--- config.mk ---
export PLATFORM = sky130hd
export DESIGN_NAME = heart_rate_beat_detector
export DESIGN_NICKNAME = d
export VERILOG_FILES = /design/src/rtl/hrbd_pkg.sv /design/src/rtl/heart_rate_beat_detector.sv
export VERILOG_INCLUDE_DIRS = /design/src /design/src/rtl
export SDC_FILE = /design/constraint.sdc
export NUM_CORES = 1
export LEC_CHECK = 0
export BUFFER_PORTS_ARGS = -buffer_cell sky130_fd_sc_hd__clkbuf_2
export CORE_ASPECT_RATIO = 0.8
export CORE_UTILIZATION = 57
export CTS_CLUSTER_SIZE = 30
export DETAILED_ROUTE_END_ITERATION = 10
export PLACE_DENSITY = 0.72
export SLEW_MARGIN = 30
export SYNTH_ARGS = -nofsm -noshare
export SYNTH_HDL_FRONTEND = slang
export SYNTH_SLANG_ARGS = --single-unit
--- constraint.sdc ---
create_clock -name clk -period 13.61 [get_ports clk]
set_input_delay 1.361 -clock clk [delete_from_list [all_inputs] [get_ports clk]]
set_output_delay 1.361 -clock clk [all_outputs]
set_load 0.005 [all_outputs]
--- src/rtl/heart_rate_beat_detector_macros.svh ---
// Assertion macros for the heart rate beat detector.
`ifndef HEART_RATE_BEAT_DETECTOR_MACROS_SVH
`define HEART_RATE_BEAT_DETECTOR_MACROS_SVH

// HRBD_ASSERT_IMPL: whenever ante holds at a clock edge, cons must hold too.
// HRBD_ASSERT_NEVER: expr must never hold at a clock edge out of reset.
`ifndef SYNTH
`define HRBD_ASSERT_IMPL(label, ante, cons, msg) \
  label: assert property (@(posedge clk) disable iff (!rst_n) (ante) |-> (cons)) \
    else $error(msg);
`define HRBD_ASSERT_NEVER(label, expr, msg) \
  label: assert property (@(posedge clk) disable iff (!rst_n) !(expr)) \
    else $error(msg);
`else
`define HRBD_ASSERT_IMPL(label, ante, cons, msg)
`define HRBD_ASSERT_NEVER(label, expr, msg)
`endif

`endif

--- src/rtl/hrbd_pkg.sv ---
// Types and constants shared by the heart rate beat detector.
package hrbd_pkg;

  localparam int IR_W      = 18;
  localparam int TS_W      = 32;
  localparam int RATE_W    = 20;
  localparam int MIN_W     = 16;
  localparam int CFG_W     = 18;
  localparam int CFG_IDX_W = 2;

  // 60000 ms per minute with four fraction bits.
  localparam logic [RATE_W-1:0] RATE_SCALE = 20'd960000;

  localparam logic [IR_W-1:0]  PRESENCE_RESET  = 18'd5000;
  localparam logic [IR_W-1:0]  THRESHOLD_RESET = 18'd500;
  localparam logic [MIN_W-1:0] MIN_INT_RESET   = 16'd300;

  typedef enum logic [CFG_IDX_W-1:0] {
    REG_PRESENCE     = 2'd0,
    REG_THRESHOLD    = 2'd1,
    REG_MIN_INTERVAL = 2'd2
  } reg_idx_t;

  typedef enum logic [2:0] {
    ST_IDLE,
    ST_EVAL,
    ST_DIV_RATE,
    ST_DIV_AVG,
    ST_DONE
  } state_t;

endpackage

--- src/rtl/heart_rate_beat_detector.sv ---
// Heart rate beat detector: slope threshold, serial divider and moving average.
//
// Usage. Each input request carries one 18-bit infrared sample and its 32-bit
// millisecond timestamp; it is taken at a rising edge with in_valid high and
// in_stall low. A sample below the presence level is dropped without effect.
// A kept sample whose rise over the previous kept sample exceeds the beat
// threshold, arriving more than the minimum interval after the last beat,
// yields one output request: the instant rate 960000/dt (beats per minute,
// four fraction bits) and the mean of the rate history ring.
// Timing. A sample without a beat passes through the evaluation state and
// back to idle. A beat runs the bit-serial restoring divider, which delivers
// one quotient bit a cycle, first for the rate and then for the average.
// The result sits in an output register, so the next sample is taken while it
// waits; only a second beat that finishes while the receiver still stalls the
// first holds the block until the output register frees up.
// Reset (synchronous, rst_n low) restores the register defaults and clears the
// previous sample, the last beat time, the history ring and its slot pointer.
// Configuration writes are accepted in any cycle; indices beyond the three
// registers are ignored.

`include "heart_rate_beat_detector_macros.svh"

module heart_rate_beat_detector #(
  parameter int HISTORY_DEPTH = 5
) (
  input  logic                              clk,
  input  logic                              rst_n,
  // Configuration write port.
  input  logic                              cfg_we,
  input  logic [hrbd_pkg::CFG_IDX_W-1:0]    cfg_index,
  input  logic [hrbd_pkg::CFG_W-1:0]        cfg_data,
  // Sample channel.
  input  logic                              in_valid,
  output logic                              in_stall,
  input  logic [hrbd_pkg::IR_W-1:0]         in_ir_sample,
  input  logic [hrbd_pkg::TS_W-1:0]         in_timestamp_ms,
  // Result channel.
  output logic                              out_valid,
  input  logic                              out_stall,
  output logic [hrbd_pkg::RATE_W-1:0]       out_beat_rate,
  output logic [hrbd_pkg::RATE_W-1:0]       out_average_rate
);

  localparam int IR_W   = hrbd_pkg::IR_W;
  localparam int TS_W   = hrbd_pkg::TS_W;
  localparam int RATE_W = hrbd_pkg::RATE_W;
  localparam int MIN_W  = hrbd_pkg::MIN_W;
  localparam int SLOT_W = (HISTORY_DEPTH > 1) ? $clog2(HISTORY_DEPTH) : 1;
  // The running sum of the ring needs clog2(depth) bits above one rate.
  localparam int SUM_W  = RATE_W + $clog2(HISTORY_DEPTH);
  // The divider's dividend/quotient register covers both divisions.
  localparam int DIV_W  = SUM_W;
  localparam int CNT_W  = $clog2(DIV_W);

  // Configuration registers.
  logic [IR_W-1:0]  presence_r;
  logic [IR_W-1:0]  threshold_r;
  logic [MIN_W-1:0] min_int_r;

  // Detector state.
  hrbd_pkg::state_t  state_r, state_nxt;
  logic [IR_W-1:0]   prev_ir_r;
  logic [TS_W-1:0]   last_beat_r;
  logic [RATE_W-1:0] history_r [HISTORY_DEPTH];
  logic [SLOT_W-1:0] slot_r;
  logic [SUM_W-1:0]  sum_r;

  // Captured sample.
  logic [IR_W-1:0] ir_r;
  logic [TS_W-1:0] ts_r;

  // Serial divider.
  logic [DIV_W-1:0]  dq_r, dq_nxt;
  logic [RATE_W-1:0] rem_r, rem_nxt;
  logic [TS_W-1:0]   dvs_r;
  logic [CNT_W-1:0]  cnt_r;
  logic [RATE_W:0]   rem_sh;
  logic [RATE_W:0]   rem_diff;
  logic              rem_ge;

  logic [RATE_W-1:0] rate_r;
  logic [RATE_W-1:0] avg_r;
  logic              out_valid_r;
  logic [RATE_W-1:0] out_rate_r;
  logic [RATE_W-1:0] out_avg_r;

  // Decisions taken on the captured sample.
  logic [IR_W:0]    rise;
  logic [TS_W-1:0]  dt;
  logic             present;
  logic             beat;
  logic [SUM_W-1:0] sum_nxt;
  logic             div_last;
  logic             out_load;
  logic             in_take;

  // -------------------------------------------------------------------------
  // Combinational datapath.
  // -------------------------------------------------------------------------
  always_comb begin
    // The rise is signed, so a falling signal never counts as a beat.
    rise    = {1'b0, ir_r} - {1'b0, prev_ir_r};
    dt      = ts_r - last_beat_r;
    present = (ir_r >= presence_r);
    beat    = !rise[IR_W] && (rise[IR_W-1:0] > threshold_r)
              && (dt > {{(TS_W-MIN_W){1'b0}}, min_int_r});

    // One restoring step: bring down the next dividend bit and try to
    // subtract. The partial remainder always stays below 2^20, so a divisor
    // with any bit set above that is never reached.
    rem_sh   = {rem_r, dq_r[DIV_W-1]};
    rem_diff = rem_sh - dvs_r[RATE_W:0];
    rem_ge   = (dvs_r[TS_W-1:RATE_W+1] == '0) && (rem_sh >= dvs_r[RATE_W:0]);
    rem_nxt  = rem_ge ? rem_diff[RATE_W-1:0] : rem_sh[RATE_W-1:0];
    dq_nxt   = {dq_r[DIV_W-2:0], rem_ge};
    div_last = (cnt_r == '0);

    // Running sum of the ring with the oldest entry replaced by the new rate.
    sum_nxt = sum_r - SUM_W'(history_r[slot_r]) + SUM_W'(dq_nxt[RATE_W-1:0]);
  end

  // -------------------------------------------------------------------------
  // Control: next state.
  // -------------------------------------------------------------------------
  always_comb begin
    state_nxt = state_r;
    case (state_r)
      hrbd_pkg::ST_IDLE: begin
        if (in_valid) begin
          state_nxt = hrbd_pkg::ST_EVAL;
        end
      end
      hrbd_pkg::ST_EVAL: begin
        state_nxt = (present && beat) ? hrbd_pkg::ST_DIV_RATE : hrbd_pkg::ST_IDLE;
      end
      hrbd_pkg::ST_DIV_RATE: begin
        if (div_last) begin
          state_nxt = hrbd_pkg::ST_DIV_AVG;
        end
      end
      hrbd_pkg::ST_DIV_AVG: begin
        if (div_last) begin
          state_nxt = hrbd_pkg::ST_DONE;
        end
      end
      hrbd_pkg::ST_DONE: begin
        if (out_load) begin
          state_nxt = hrbd_pkg::ST_IDLE;
        end
      end
      default: begin
        state_nxt = hrbd_pkg::ST_IDLE;
      end
    endcase
  end

  // -------------------------------------------------------------------------
  // Control: outputs of the state machine.
  // -------------------------------------------------------------------------
  always_comb begin
    in_stall = 1'b1;
    out_load = 1'b0;
    case (state_r)
      hrbd_pkg::ST_IDLE: begin
        in_stall = 1'b0;
      end
      hrbd_pkg::ST_DONE: begin
        // The output register frees up when empty or being taken this cycle.
        out_load = !out_valid_r || !out_stall;
      end
      default: begin
        in_stall = 1'b1;
      end
    endcase
  end

  assign in_take = in_valid && !in_stall;

  // -------------------------------------------------------------------------
  // Control registers.
  // -------------------------------------------------------------------------
  always_ff @(posedge clk) begin
    if (!rst_n) begin
      state_r     <= hrbd_pkg::ST_IDLE;
      presence_r  <= hrbd_pkg::PRESENCE_RESET;
      threshold_r <= hrbd_pkg::THRESHOLD_RESET;
      min_int_r   <= hrbd_pkg::MIN_INT_RESET;
      prev_ir_r   <= '0;
      last_beat_r <= '0;
      slot_r      <= '0;
      sum_r       <= '0;
      out_valid_r <= 1'b0;
      for (int i = 0; i < HISTORY_DEPTH; i++) begin
        history_r[i] <= '0;
      end
    end else begin
      state_r <= state_nxt;

      if (cfg_we) begin
        case (cfg_index)
          hrbd_pkg::REG_PRESENCE:     presence_r  <= cfg_data[IR_W-1:0];
          hrbd_pkg::REG_THRESHOLD:    threshold_r <= cfg_data[IR_W-1:0];
          hrbd_pkg::REG_MIN_INTERVAL: min_int_r   <= cfg_data[MIN_W-1:0];
          default: begin
          end
        endcase
      end

      // Every kept sample becomes the reference for the next rise.
      if ((state_r == hrbd_pkg::ST_EVAL) && present) begin
        prev_ir_r <= ir_r;
        if (beat) begin
          last_beat_r <= ts_r;
        end
      end

      // The finished rate goes into the ring on the last rate step.
      if ((state_r == hrbd_pkg::ST_DIV_RATE) && div_last) begin
        history_r[slot_r] <= dq_nxt[RATE_W-1:0];
        sum_r             <= sum_nxt;
        slot_r            <= (slot_r == SLOT_W'(HISTORY_DEPTH - 1)) ? '0 : slot_r + 1'b1;
      end

      if (out_load) begin
        out_valid_r <= 1'b1;
      end else if (!out_stall) begin
        out_valid_r <= 1'b0;
      end
    end
  end

  // -------------------------------------------------------------------------
  // Payload registers: sample capture, divider and result.
  // -------------------------------------------------------------------------
  always_ff @(posedge clk) begin
    if (in_take) begin
      ir_r <= in_ir_sample;
      ts_r <= in_timestamp_ms;
    end

    case (state_r)
      hrbd_pkg::ST_EVAL: begin
        dq_r  <= DIV_W'(hrbd_pkg::RATE_SCALE);
        rem_r <= '0;
        dvs_r <= dt;
        cnt_r <= CNT_W'(DIV_W - 1);
      end
      hrbd_pkg::ST_DIV_RATE: begin
        if (div_last) begin
          // Reload for the mean: running sum divided by the ring depth.
          rate_r <= dq_nxt[RATE_W-1:0];
          dq_r   <= DIV_W'(sum_nxt);
          rem_r  <= '0;
          dvs_r  <= TS_W'(HISTORY_DEPTH);
          cnt_r  <= CNT_W'(DIV_W - 1);
        end else begin
          dq_r  <= dq_nxt;
          rem_r <= rem_nxt;
          cnt_r <= cnt_r - 1'b1;
        end
      end
      hrbd_pkg::ST_DIV_AVG: begin
        dq_r  <= dq_nxt;
        rem_r <= rem_nxt;
        cnt_r <= cnt_r - 1'b1;
        if (div_last) begin
          avg_r <= dq_nxt[RATE_W-1:0];
        end
      end
      default: begin
      end
    endcase

    if (out_load) begin
      out_rate_r <= rate_r;
      out_avg_r  <= avg_r;
    end
  end

  assign out_valid        = out_valid_r;
  assign out_beat_rate    = out_rate_r;
  assign out_average_rate = out_avg_r;

  // -------------------------------------------------------------------------
  // Assertions.
  // -------------------------------------------------------------------------
  `HRBD_ASSERT_IMPL(a_out_from_done, out_valid_r && !$past(out_valid_r), $past(state_r == hrbd_pkg::ST_DONE), "output request raised outside the done state")
  `HRBD_ASSERT_NEVER(a_slot_range, slot_r > SLOT_W'(HISTORY_DEPTH - 1), "history slot out of range")
  `HRBD_ASSERT_IMPL(a_divisor_nonzero, (state_r == hrbd_pkg::ST_DIV_RATE) || (state_r == hrbd_pkg::ST_DIV_AVG), dvs_r != '0, "divider running with a zero divisor")
  `HRBD_ASSERT_IMPL(a_stall_while_busy, state_r != hrbd_pkg::ST_IDLE, in_stall, "sample accepted while a previous one is in work")

endmodule
Word-level counts from Yosys, hierarchy flattened
Memories as Yosys holds them, arrays and structs flattened. A register that Yosys moved wholly into a read port is not among the register bits.
Cells that the tools add are included.
- register bits: 342
- bits in writable memories: 100
- word-level logic and storage cells: 98
- memories: 1
- add/sub/neg operators: 7
- $lt $le $gt $ge: 4
- equal/unequal tests: 12
- muxes and demuxes: 29
- reductions and logical operators: 26
- memory list (memory ; words ; bits a word ; read ports ; clocked after Yosys merged registers in ; write ports ; line ; text):
    history_r ; 5 ; 20 ; 1 ; 1 ; 5 ; heart_rate_beat_detector.sv:64 ; logic [RATE_W-1:0] history_r [HISTORY_DEPTH];
- operators by type and width (cell ; count):
    case mux 23 bit (3 select lines) ; 1
    case mux 32 bit (2 select lines) ; 1
    two-way mux 20 bit ; 3
    case mux 20 bit (3 select lines) ; 1
    > comparator 32 x 16 -> 1 bit ; 1
    two-way mux 32 bit ; 1
    subtractor 32 bit ; 1
    two-way mux 3 bit ; 8
    adder 23 x 20 -> 23 bit ; 1
    two-way mux 23 bit ; 1
    subtractor 23 x 20 -> 23 bit ; 1
    greater-or-equal comparator 21 bit ; 1
    OR reduction 20 bit ; 1
    subtractor 20 bit ; 1
    subtractor 18 x 18 -> 19 bit ; 1
    greater-or-equal comparator 18 bit ; 1
    > comparator 18 bit ; 1
    case mux 3 bit (5 select lines) ; 1
    case mux 5 bit (3 select lines) ; 1
    AND reduction 2 bit ; 7
    logical NOT 11 bit ; 1
    two-way mux 1 bit ; 9
    inequality test 2 bit (second input constant) ; 4
    logical AND 1 bit ; 7
    18 further kinds ; 22

Logic depth before layout (Yosys ltp)
- word-level depth: 7
- depth in mapped cells: 27

Worst setup path before layout
No wires, ideal clock.
- path kind: reg-to-reg
- start point: register with a tool-made name
- end point: register dq_r[22] (data pin)
- arrival: 4.991 ns
- data required time: 13.340 ns
- path slack: 8.349 ns
- cell stages (with the launch flop): 20
- path buffers: 3
- clock period less this slack: 5.261 ns
- cell sequence: dfxtp_1 -> clkbuf_1 -> buf_1 -> buf_1 -> mux4_2 -> mux2_2 -> fa_1 -> inv_1 -> ha_1 -> nor2b_1 -> o31ai_1 -> a21oi_1 -> o31ai_1 -> a211oi_1 -> o21a_1 -> nand3_1 -> a31oi_1 -> xnor2_1 -> xor2_1 -> o21ai_0
- RTL lines (element ; line ; text):
    to (signal assigned) ; heart_rate_beat_detector.sv:243 ; dq_r <= DIV_W'(hrbd_pkg::RATE_SCALE);
    to (signal assigned) ; heart_rate_beat_detector.sv:252 ; dq_r <= DIV_W'(sum_nxt);
    to (signal assigned) ; heart_rate_beat_detector.sv:257 ; dq_r <= dq_nxt;
    to (decl) ; heart_rate_beat_detector.sv:73 ; logic [DIV_W-1:0] dq_r, dq_nxt;

Worst setup path in the final report
- start point: register rem_r[2]
- end point: register dq_r[22] (data pin)
- word-level cells in the longest chain between the ends: 5
- ends and longest elaborated chain (element ; line ; text):
    from (decl) ; heart_rate_beat_detector.sv:74 ; logic [RATE_W-1:0] rem_r, rem_nxt;
    from (signal assigned) ; heart_rate_beat_detector.sv:258 ; rem_r <= rem_nxt;
    from (signal assigned) ; heart_rate_beat_detector.sv:264 ; rem_r <= rem_nxt;
    greater-or-equal comparator 21 bit ; heart_rate_beat_detector.sv:113 ; rem_ge = (dvs_r[TS_W-1:RATE_W+1] == '0) && (rem_sh >= dvs_r[RATE_W:0]);
    logical AND 1 bit ; heart_rate_beat_detector.sv:113 ;
    adder 23 x 20 -> 23 bit ; heart_rate_beat_detector.sv:119 ; sum_nxt = sum_r - SUM_W'(history_r[slot_r]) + SUM_W'(dq_nxt[RATE_W-1:0]);
    two-way mux 23 bit ; heart_rate_beat_detector.sv:249 ; if (div_last) begin
    case mux 23 bit (3 select lines) ; heart_rate_beat_detector.sv:241 ; case (state_r)
No other way between the ends.
A chain may end at the register's enable or synchronous reset.

==> flow_summary_export.csv <==
group,metric,value,unit
run_status,status,"complete, no violations",
clock_tree,post_cts_buffers,0,
drt,final_antenna_net_count,0,
power_and_ir_drop,total_power,3.61,mW
synthesis,synth.most_common_cell,"edfxtp_1",
synthesis,synthFlopType,"edfxtp_1",
floorplanning,num_rows,69,
cells_and_area,num-nets-final,2656,
drt,drc_errors,0,
synthesis,yosysWarnings,0,
synthesis,netlist_top_cells_count,"edfxtp_1 (370), nand2_1 (255), inv_1 (234)",
synthesis,syn_area,0.0256,sq mm
global_route,antenna_found_initial,0,
clock_tree,cts_max_level,2,
power_and_ir_drop,p_per_area,126,mW/mm^2
synthesis,yosysSeqAreaShare,0.540,
timing,setup_viol,0,
clock_tree,clk_latency,610,ps
drt,initialDrtViolationCount,1237,
power_and_ir_drop,peakVddDrop,107,uV
critical_path,crit_type,"register to register",
global_route,grt_usage,0.253,
floorplanning,initial_utilization,0.577,
cells_and_area,fillers,3463,
critical_path,crit_top_cell,"a21oi_1",
drt,via_count,17700,
floorplanning,die_y,191,microns
timing,slew_viol_final,0,
global_route,grt_pass1_wl,90900,microns
floorplanning,die_width,239,microns
timing,fin_crit,6000,ps
critical_path,r2r-start,"rem_r[2]",
cells_and_area,utilization,0.644,
timing,hold_viol_final,0,
critical_path,reg2reg_slack,7610,ps
timing,slew_headroom,0.360,
timing,fin_tns_setup,0,ps
global_route,grt_pass1_vias,17300,
synthesis,synth_area_leader_cell,"edfxtp_1",
critical_path,cpMaxStageDelayCell,"fa_1",
critical_path,cp_num_buf_inv,2,
critical_path,cp-end-kind,"register",
timing,period_share,0.441,
critical_path,cp_top_family,"compound AO/OA/AOI/OAI gates",
synthesis,synth_nets,2557,
clock_tree,cts_resized,0,
timing,holdWs,403,ps
clock_tree,holdBufCountCts,0,
synthesis,synthTopCellsByArea,"edfxtp_1 (43%), dfxtp_1 (11%), ha_1 (7.2%)",
drt,dr.pass1.iters,5,
cells_and_area,regArea,0.0138,sq mm
timing,rsz0062_at_grt,"false",
synthesis,synth-seq-cells,505,
synthesis,async_flop_share,0,
floorplanning,pin_count,117,
drt,routed_via_density,5.79,
floorplanning,die_area,0.0457,sq mm
clock_tree,cts_num_sinks,505,
drt,routed_wirelength,56200,microns
clock_tree,clockBufferDepth,3,
synthesis,yosysTopAreaCellShare,0.435,
synthesis,postSynthAreaPerCell,11.1,sq um
timing,tightestPinTransition,954,ps
clock_tree,cts_tree,"built",
flow_run,drv_cap,0,
synthesis,postSynthCellCount,2312,
min_path,hold_class,"register to register",
critical_path,start_kind,"register",
floorplanning,core_area,0.0443,sq mm
critical_path,rr_worst_depth,26,
critical_path,required,13930,ps
cells_and_area,multi_input_area,0.0106,sq mm
synthesis,synthDistinctLibCells,77,
synthesis,synth_edf_count,370,
min_path,hold_depth,0,
cells_and_area,area_delta_synth_final,11.5,%
min_path,hold_end,"out_beat_rate[16]",
placed_design,hpwl,37700,microns
critical_path,cpPeakStageDelay,400,ps
drt,avgRoutedWirePerCell,18.4,microns
clock_tree,clk_pin_slew,60,ps
cells_and_area,n_antenna_cell,0,
clock_tree,cts_buffers,50,
critical_path,r2r-end,"dq_r[22]",
cells_and_area,drive_above_1_share,0.135,
clock_tree,root_buffer,"clkbuf_16",
placed_design,numPortBuffers,116,
timing,clock_skew,25.4,ps
global_route,grt_max_degree,86,
timing,fmax,0.167,GHz
placed_design,gpl.final_weighted_congestion,0.905,
power_and_ir_drop,p_leak,10.6,nW
critical_path,crit_arrival,6320,ps
global_route,grt_remaining_overflow,0,
critical_path,crit_fanout,23,
min_path,worstHoldStart,"rate_r[16]",
[flip-flops by register name (all words and copies together), names as in the netlist, named ones only]
register	count
out_valid	1
sum_r	23
avg_r	20
min_int_r	16
out_average_rate	20
threshold_r	18
dvs_r	32
dq_r	23
history_r	160
rate_r	20
rem_r	20
cnt_r	5
state_r	3
presence_r	18
out_beat_rate	20
ir_r	18
last_beat_r	32
slot_r	3
ts_r	32
prev_ir_r	18
[cell families after synthesis]
family | Yosys count | synth area share
AOI/OAI and AO/OA | 366 | 0.0920
muxes | 83 | 0.0530
xor gates and xnor gates | 75 | 0.0257
adders and majority gates | 170 | 0.0899
and+or+nand+nor | 777 | 0.148
DFF | 505 | 0.540
buffers and inverters | 336 | 0.0507
[cell usage in the layout, fill, tap and decap left out, drive strengths merged, types with 8 or more instances in the layout]
cell type	count
edfxtp	370
nor3	57
fa	23
nand3	89
nor2	119
xor2	24
o211ai	28
and3	8
or3	15
o22ai	8
nand4	47
o21a	22
clkbuf	183
dfxtp	135
nor2b	19
o21bai	8
mux2i	23
mux4	40
and2	70
xnor2	51
nor4	46
a21oi	142
buf	33
nand2b	24
nand2	255
ha	147
a21o	32
mux2	20
o21ai	63
inv	235
clkinv	17
a211oi	9
a31oi	12
[layer usage]
layer	GRT usage	wire, microns
met1	0.353	25400
met2	0.411	25900
met3	0.0368	3650
met4	0.0735	1300
met5	0	0
[power by group]
group / internal [mW] / leakage, nW / switching [mW]
clock network: 0.816 / 0.815 / 0.590
registers: 1.70 / 4.58 / 0.0286
logic: 0.188 / 5.25 / 0.277
[final cells by class]
| cell class | instances | share of cell area |
|---|---|---|
| multi-input combinational | 1471 | 0.370 |
| inverter | 234 | 0.0308 |
| sequential | 505 | 0.485 |
| timing repair buffer | 149 | 0.0293 |
| clock inverter | 26 | 0.0108 |
| tap | 603 | 0.0265 |
| clock buffer | 67 | 0.0475 |
[how the worst max path moves through the flow]
| stage | depth (start not counted) | end | startpoint | slack [ps] |
|---|---|---|---|---|
| after floorplan | 19 | dq_r[22] | register | 8350 |
| after global placement | 26 | dq_r[22] | rem_r[0] | 7790 |
| after detailed placement | 26 | dq_r[22] | rem_r[2] | 7670 |
| after CTS | 26 | dq_r[22] | rem_r[2] | 7630 |
| after global routing | 26 | dq_r[22] | rem_r[0] | 6910 |
| final | 26 | dq_r[22] | rem_r[2] | 7610 |
[through the flow]
stage,std cells,setup WS [ps],cell area [sq um]
floorplan,2312,8350,25600
global placement,2961,7790,26800
detailed placement,2961,7670,26800
CTS,3054,7630,28500
global route,3055,6910,28500
finish,3055,7610,28500
(Power assumes the default switching activity.)
